File: config.mk
export PLATFORM = sky130hd
export DESIGN_NAME = thph_factor
export DESIGN_NICKNAME = d
export VERILOG_FILES = /design/src/design/thph_pkg.sv /design/src/design/thph_factor.sv
export SDC_FILE = /design/constraint.sdc
export NUM_CORES = 1
export LEC_CHECK = 0
export BUFFER_PORTS_ARGS = -buffer_cell sky130_fd_sc_hd__buf_2
export CAP_MARGIN = 30
export CORE_UTILIZATION = 60
export CTS_BUF_LIST = sky130_fd_sc_hd__clkbuf_4
export DETAILED_ROUTE_END_ITERATION = 16
export GPL_TIMING_DRIVEN = 1
export PLACE_DENSITY_LB_ADDON = 0.12
export SETUP_SLACK_MARGIN = 0.5
export SYNTH_ARGS = -nofsm -noshare
export SYNTH_HDL_FRONTEND = slang
export SYNTH_SLANG_ARGS = --single-unit
File: constraint.sdc
create_clock -name clk -period 17.78 [get_ports clk]
set_input_delay 1.778 -clock clk [delete_from_list [all_inputs] [get_ports clk]]
set_output_delay 1.778 -clock clk [all_outputs]
set_load 0.01 [all_outputs]
File: src/design/thph_pkg.sv
// thph_pkg: shared types, constants and the entry ordering function
// for the two-key host priority heap; no dependencies
package thph_pkg;

    localparam int HEAP_DEPTH_DEF   = 256;
    localparam int HOST_ID_BITS_DEF = 10;

    localparam int UF_W   = 17;
    localparam int LF_W   = 26;
    localparam int PROD_W = 26;

    typedef enum logic [1:0] {
        MODE_REPORT   = 2'd0,
        MODE_WITHDRAW = 2'd1,
        MODE_SUGGEST  = 2'd2,
        MODE_REMOVE   = 2'd3
    } mode_t;

    typedef enum logic [1:0] {
        STATUS_DONE  = 2'd0,
        STATUS_NONE  = 2'd1,
        STATUS_FULL  = 2'd2,
        STATUS_SPARE = 2'd3
    } status_t;

    localparam logic [2:0] REG_CONSOLE_W = 3'd0;
    localparam logic [2:0] REG_TTY_W     = 3'd1;
    localparam logic [2:0] REG_LOAD_W1   = 3'd2;
    localparam logic [2:0] REG_LOAD_W5   = 3'd3;
    localparam logic [2:0] REG_LOAD_W15  = 3'd4;

    typedef struct packed {
        logic [7:0] console_weight;
        logic [7:0] tty_weight;
        logic [7:0] load_weight_1;
        logic [7:0] load_weight_5;
        logic [7:0] load_weight_15;
    } weights_t;

    // true when entry a may stay above entry b (user factor, then load factor)
    function automatic logic entry_le(input logic signed [UF_W-1:0] ua,
                                      input logic [LF_W-1:0] la,
                                      input logic signed [UF_W-1:0] ub,
                                      input logic [LF_W-1:0] lb);
        return (ua < ub) || ((ua == ub) && (la <= lb));
    endfunction

endpackage

File: src/design/thph_factor.sv
// thph_factor: user and load factor of one report, built on one shared
// 9x17 signed multiplier; depends on thph_pkg
module thph_factor (
    input  logic                                clk,
    input  logic                                rst_n,
    input  logic                                start,
    input  thph_pkg::weights_t                  weights,
    input  logic                                console_in_use,
    input  logic [7:0]                          unique_users,
    input  logic [15:0]                         load_avg_1,
    input  logic [15:0]                         load_avg_5,
    input  logic [15:0]                         load_avg_15,
    output logic                                done,
    output logic signed [thph_pkg::UF_W-1:0]    user_factor,
    output logic [thph_pkg::LF_W-1:0]           load_factor
);

    logic [2:0]                               step_reg, step_next;
    logic signed [thph_pkg::PROD_W-1:0]       prod_reg;
    logic signed [thph_pkg::UF_W-1:0]         uf_reg;
    logic [thph_pkg::LF_W-1:0]                lf_reg;
    logic [7:0]                               mul_a;
    logic signed [16:0]                       mul_b;
    logic signed [16:0]                       user_term;
    logic signed [thph_pkg::PROD_W-1:0]       uf_sum;

    assign user_term = $signed(17'({9'b0, unique_users}) - 17'(console_in_use));
    assign uf_sum    = $signed(26'(weights.console_weight)) + prod_reg;

    // operand select for the shared multiplier
    always_comb
    begin
        case (step_reg)
            3'd1:
            begin
                mul_a = weights.tty_weight;
                mul_b = user_term;
            end
            3'd2:
            begin
                mul_a = weights.load_weight_1;
                mul_b = $signed({1'b0, load_avg_1});
            end
            3'd3:
            begin
                mul_a = weights.load_weight_5;
                mul_b = $signed({1'b0, load_avg_5});
            end
            default:
            begin
                mul_a = weights.load_weight_15;
                mul_b = $signed({1'b0, load_avg_15});
            end
        endcase
    end

    always_comb
    begin
        step_next = step_reg;
        if (start)
            step_next = 3'd1;
        else if (step_reg == 3'd6)
            step_next = 3'd0;
        else if (step_reg != 3'd0)
            step_next = step_reg + 3'd1;
    end

    always_ff @(posedge clk or negedge rst_n)
    begin
        if (!rst_n)
            step_reg <= 3'd0;
        else
            step_reg <= step_next;
    end

    always_ff @(posedge clk)
    begin
        prod_reg <= $signed({1'b0, mul_a}) * mul_b;
        case (step_reg)
            3'd2:    uf_reg <= console_in_use ? uf_sum[thph_pkg::UF_W-1:0]
                                              : prod_reg[thph_pkg::UF_W-1:0];
            3'd3:    lf_reg <= prod_reg[thph_pkg::LF_W-1:0];
            3'd4:    lf_reg <= lf_reg + prod_reg[thph_pkg::LF_W-1:0];
            3'd5:    lf_reg <= lf_reg + prod_reg[thph_pkg::LF_W-1:0];
            default: lf_reg <= lf_reg;
        endcase
    end

    assign done        = (step_reg == 3'd6);
    assign user_factor = uf_reg;
    assign load_factor = lf_reg;

endmodule

==> impl_metrics.env, run 1 <==
export IMPL_gp_congestion=0.9130
export IMPL_nets=1583
export IMPL_yosys_warnings=0
export IMPL_drt_initial_drc_count=611
export IMPL_worst_path_largest_cell_delay_ns=0.53
export IMPL_cts_setup_buffers=0
export IMPL_port_buffers=143
export IMPL_ant_nets=0
export IMPL_slew_viol_final=0
export IMPL_final_area_um2=11080
export IMPL_detail_route_vias_per_cell=5.599
export IMPL_synth_edf_count=43
export IMPL_worst_ep_required_time_ns=18.09
export IMPL_coreArea_um2=16120
export IMPL_synthesis_area_per_instance_um2=8.660
export IMPL_cp_cell_sequence="buf_2 -> ha_1 -> ha_1 -> nand2_2 -> nor4_4 -> a221oi_1 -> a21oi_2 -> nand2_1 -> fa_1 -> inv_1 -> fa_1 -> fa_1 -> inv_1 -> fa_1 -> inv_1 -> ha_1 -> o21ai_0 -> nor3_1 -> o31a_1 -> nor2_2 -> o41ai_1 -> a311oi_1 -> xnor2_1"
export IMPL_end_kind="register"
export IMPL_fin_tns_setup_ns=0
export IMPL_ys_seq_area_share_pct=18.83
export IMPL_post_dp_cell_area_um2=10920
export IMPL_slew_headroom_pct=34.97
export IMPL_worst_slew_pin_slew_ns=0.9755
export IMPL_ff_latch_area_um2=1887
export IMPL_clkSlewWorstSetupHoldPaths_ns=0.12
export IMPL_die_width_um=131.2
export IMPL_fmax_mhz=135.9
export IMPL_vias=8437
export IMPL_grt_pass1_vias=8172
export IMPL_post_place_cells=1490
export IMPL_crit_type="in -> reg"
export IMPL_initial_core_util_pct=62.17
export IMPL_core_rowCount=46
export IMPL_post_route_period_util_pct=41.37
export IMPL_cts_tree="yes"
export IMPL_area_growth_pct=10.59
export IMPL_synthFlopType="edfxtp_1"
export IMPL_layout_min_cycle_time_ns=7.356
export IMPL_die_area_um2=17220
export IMPL_finClkSkew_ns=0.02324
export IMPL_clock_sinks=72
export IMPL_grt_overflow=0
export IMPL_cp_arrival_ns=7.66
export IMPL_h_tree_depth=3
export IMPL_start_kind="input pin"
export IMPL_synth_nets=1455
export IMPL_ys_ff_latch=72
export IMPL_path_common_cell="fa_1"
export IMPL_cap_violations=0
export IMPL_multi_input_area_um2=7264
export IMPL_synth_async_reset_ratio_pct=4.167
export IMPL_antenna_found_initial=1
export IMPL_drt_wl_total_um=22890
export IMPL_final_instance_count_excl_fill=1507
export IMPL_drc_errors=0
export IMPL_finalHoldViolCount=0
export IMPL_dieHeight_um=131.2
export IMPL_cp_slowest_cell="fa_1"
export IMPL_rsz0062_at_grt="no"
export IMPL_grtUsageTotal_pct=27.30
export IMPL_synth_area_um2=10020
export IMPL_clockRootBuffer="clkbuf_4"
export IMPL_drive_gt1_share_pct=17.05
export IMPL_routedWlPerCell_um=15.19
export IMPL_dpl_hpwl_um=19000
export IMPL_yosysUniqueCellTypes=76
export IMPL_cp_max_fo=12
export IMPL_fill_cells=1351
export IMPL_ioPinCount=144
export IMPL_outcome="completed"
export IMPL_grt_max_degree=56
export IMPL_hold_buffers=0
export IMPL_setup_viol=0
export IMPL_grt_pass1_wl_um=38400
export IMPL_min_path_type="reg -> reg"
export IMPL_cts_resized=0
export IMPL_clk_latency_ns=0.43
export IMPL_netlist_instances=1157
export IMPL_first_pass_iters=9
export IMPL_cts_buffer_depth=2
export IMPL_numCtsBuffers=9
==> per-stage QoR <==
stage / setup WS [ns] / util [%] / hold WS, ns
6_report: 10.42 / 68.76 / 0.5429
5_1_grt: 10.13 / 68.76 / 0.5800
4_1_cts: 10.45 / 68.74 / 0.5392
3_5_place_dp: 10.01 / 67.76 / 0.5174
3_3_place_gp: 10.11 / 67.59 / 0.5158
2_1_floorplan: 10.73 / - / 0.4757
==> cell families after synthesis <==
kind of cell    count (synthesis)  share of synthesized area [%]
flops                          72                          18.83
mux                            11                          1.186
fa+ha+maj                     198                          32.97
xor+xnor                       59                          5.157
simple gates                  346                          16.10
compound gates                246                          17.02
buf+inv                       225                          8.741
==> worst paths after layout <==
kind | startpoint | to | slack (ns) | cells past startpoint
max | console_in_use | prod_reg[24] | 10.42 | 23
min | step_reg[0] | step_reg[0] | 0.54 | 1
max reg2reg | step_reg[2] | prod_reg[24] | 10.60 | 23
min reg2reg | step_reg[0] | step_reg[0] | 0.54 | 1
max in group asynchronous | rst_n | step_reg[1] | 16.56 | 1
min in group asynchronous | rst_n | step_reg[0] | 1.12 | 1
==> cell usage in the layout, fill, tap and decap left out, types with 7 or more instances in the layout <==
master / netlist / routed
nor3_1: 15 / 15
nand3_1: 16 / 16
o21ai_0: 44 / 44
nand2b_1: 16 / 15
xnor2_1: 40 / 40
o21ai_1: 15 / 15
buf_2: 10 / 143
clkbuf_4: 0 / 10
mux2_2: 7 / 7
ha_1: 88 / 88
edfxtp_1: 43 / 43
a21oi_1: 45 / 45
xor2_1: 19 / 19
dfxtp_1: 26 / 26
a21o_1: 21 / 21
a222oi_1: 13 / 13
a21oi_2: 9 / 9
nor2b_1: 15 / 15
a211oi_1: 7 / 7
and2_1: 8 / 8
and3_1: 10 / 10
o21a_1: 18 / 18
fa_1: 110 / 110
nand2_1: 132 / 132
o21ai_2: 11 / 11
a22oi_1: 7 / 7
nor2_1: 100 / 100
inv_1: 190 / 190
==> area by class of cell <==
cell class              count  share of cell area (%)
well taps                 216                   2.439
diodes                      1                 0.02258
repair buffers            147                   6.911
clock buffers              10                  0.6775
flip-flops and latches     72                   17.03
clock inverters             6                  0.7566
inverters                 195                   6.606
multi-input cells         860                   65.56
==> per-layer routing <==
metal  track usage [%]  part of all wire [%]  vias up
met5                 0                     0        -
met4             9.739                   2.8        0
met3             2.315                   5.5       41
met2             46.39                    47      331
met1             36.49                    45     3944
li1                  -                     -     4121
==> worst max-delay path: cells and delay by family <==
family	cells	cell delay, ns
buffers and inverters	4	0.42
AOI/OAI and AO/OA	6	1.55
adders and majority gates	7	2.81
xor gates and xnor gates	1	0.16
and+or+nand+nor	5	0.93
==> synth_stat cells (15+ instances only) <==
cell type    n  area [µm²]
nor2b_1     15       93.84
nand3_1     16       80.08
dfxtp_1     26       520.5
nor2_1     100       375.4
clkbuf_1    16       60.06
nand2_1    132       495.5
inv_1      190       713.2
a21oi_1     45       225.2
nand2b_1    16       100.1
o21a_1      18       135.1
xnor2_1     40       350.3
nor3_1      15       75.07
ha_1        88        1101
o21ai_1     15       75.07
fa_1       110        2202
xor2_1      19       166.4
edfxtp_1    43        1291
o21ai_0     44       220.2
a21o_1      21       157.7
Power of run 1 is not shown: default switching activity piles up to over one toggle a cycle in this logic, so the estimate is an artifact.
==> run 2, diff against run 1 <==
- clock period: 17.78 -> 7.35 ns (I/O delays scaled with it)
==> run 2 against run 1 <==
Compared with the run above: clock skew rose by 0.0030 ns; routed wire length increased by 0.12%; cell count grew 0.40%; core utilization down 0.14 points; worst setup slack got worse by 9.5 ns; global-route usage about the same; clock-buffer cell count shrank 1; via count grew 0.28%; worst hold slack got worse by 0.48 ns; critical endpoint unchanged.
==> impl_metrics.env, run 2 (synthesis results as in run 1) <==
export IMPL_clk_latency_ns=0.44
export IMPL_post_dp_cell_area_um2=10940
export IMPL_gp_congestion=0.9477
export IMPL_drc_errors=0
export IMPL_worst_slew_pin_slew_ns=0.8425
export IMPL_final_area_um2=11060
export IMPL_routedWlPerCell_um=15.15
export IMPL_hold_buffers=0
export IMPL_setup_viol=0
export IMPL_port_buffers=143
export IMPL_first_pass_iters=7
export IMPL_cts_setup_buffers=0
export IMPL_r2r_start="step_reg[2]"
export IMPL_layout_min_cycle_time_ns=6.458
export IMPL_cp_slowest_cell="dfrtp_1"
export IMPL_area_growth_pct=10.36
export IMPL_grtUsageTotal_pct=27.32
export IMPL_cp_arrival_ns=6.78
export IMPL_multi_input_area_um2=7264
export IMPL_cts_tree="yes"
export IMPL_cap_violations=0
export IMPL_ant_nets=0
export IMPL_finalHoldViolCount=0
export IMPL_coreArea_um2=16120
export IMPL_cts_buffer_depth=2
export IMPL_fin_tns_setup_ns=0
export IMPL_finClkSkew_ns=0.02624
export IMPL_end_kind="register"
export IMPL_post_route_period_util_pct=87.86
export IMPL_reg2reg_to="prod_reg[24]"
export IMPL_final_instance_count_excl_fill=1513
export IMPL_drt_initial_drc_count=533
export IMPL_grt_pass1_wl_um=38250
export IMPL_regToRegSetupSlack_ns=0.89
export IMPL_detail_route_vias_per_cell=5.592
export IMPL_layout_setup_ws_ns=0.8921
export IMPL_worst_path_largest_cell_delay_ns=0.53
export IMPL_slew_viol_final=0
export IMPL_slew_headroom_pct=43.83
export IMPL_final_cell_mix="inv_1 (190), buf_2 (143), nand2_1 (132)"
export IMPL_cts_resized=0
export IMPL_drt_wl_total_um=22920
export IMPL_ioPinCount=144
export IMPL_clock_sinks=72
export IMPL_rsz0062_at_grt="no"
export IMPL_antenna_found_initial=2
export IMPL_core_rowCount=46
export IMPL_die_area_um2=17220
export IMPL_ff_latch_area_um2=1887
export IMPL_vias=8461
export IMPL_met1_usage_pct=35.14
export IMPL_place_ws_ns=0.6054
export IMPL_rr_worst_depth=22
export IMPL_outcome="completed"
export IMPL_crit_type="reg -> reg"
export IMPL_grt_max_degree=56
export IMPL_min_path_type="in -> async"
export IMPL_clkSlewWorstSetupHoldPaths_ns=0.13
export IMPL_layout_commonest_cell="inv_1"
export IMPL_h_tree_depth=3
export IMPL_grt_overflow=0
export IMPL_numCtsBuffers=9
export IMPL_use_met2_pct=47.07
export IMPL_nets=1588
export IMPL_dpl_hpwl_um=19180
export IMPL_busiest_layer="met2"
export IMPL_post_place_cells=1495
export IMPL_dieHeight_um=131.2
export IMPL_cp_cell_sequence="inv_1 -> ha_1 -> or2_2 -> buf_4 -> o21ai_2 -> nor2_1 -> fa_1 -> inv_1 -> fa_1 -> inv_1 -> fa_1 -> inv_1 -> fa_1 -> inv_1 -> ha_1 -> o21ai_0 -> nor3_1 -> o31a_1 -> nor2_2 -> o41ai_1 -> a311oi_1 -> xnor2_1"
export IMPL_worst_ep_required_time_ns=7.68
export IMPL_initial_core_util_pct=62.17
export IMPL_grtUsageMet3_pct=3.202
export IMPL_fill_cells=1338
export IMPL_crit_buf_inv=6
export IMPL_path_common_cell="inv_1"
export IMPL_die_width_um=131.2
export IMPL_grt_pass1_vias=8287
export IMPL_clockRootBuffer="clkbuf_4"
export IMPL_cp_max_fo=29
export IMPL_cp_top_family="adder cells"
export IMPL_start_kind="register"
export IMPL_drive_gt1_share_pct=17.53
export IMPL_fmax_mhz=154.8
==> run 2: worst register-to-register path, stage by stage (launching register included) <==
cell	delay, ns
dfrtp_1	0.53
inv_1	0.15
ha_1	0.23
or2_2	0.46
buf_4	0.30
o21ai_2	0.51
nor2_1	0.14
fa_1	0.52
inv_1	0.05
fa_1	0.47
inv_1	0.05
fa_1	0.53
inv_1	0.05
fa_1	0.52
inv_1	0.04
ha_1	0.31
o21ai_0	0.14
nor3_1	0.22
o31a_1	0.20
nor2_2	0.07
o41ai_1	0.51
a311oi_1	0.19
xnor2_1	0.15
==> run 2: stage by stage <==
stage / hold slack [ns] / util (%)
CTS: 0.03572 / 68.59
detailed placement: 0.5166 / 67.86
floorplan: 0.4394 / -
global placement: 0.5102 / 67.86
finish: 0.05974 / 68.62
global route: 0.02484 / 68.62
==> run 2: layout make-up <==
type	count	area share (%)
clock buffer	9	0.6110
timing repair buffer	152	7.083
clock inverter	7	0.4413
sequential	72	17.06
multi-input combinational	860	65.69
tap	216	2.444
inverter	195	6.619
antenna	2	0.04526
==> run 2: metal layers <==
metal  share of wire (%)  up-vias
met5                   0        -
met3                 5.1       42
met1                  45     3977
met2                  47      306
li1                    -     4136
met4                 3.2        0
==> run 2: worst max path at each step <==
stage | from | endpoint | slack [ns] | depth (start not counted)
after detailed placement | console_in_use | prod_reg[23] | 0.61 | 22
final | step_reg[2] | prod_reg[24] | 0.89 | 22
after CTS | step_reg[2] | prod_reg[22] | 0.92 | 20
after floorplan | unique_users[0] | prod_reg[23] | 1.35 | 25
after global placement | console_in_use | prod_reg[23] | 0.74 | 22
after global routing | step_reg[2] | prod_reg[24] | 0.55 | 22
Power of run 2 is left out for the same reason.
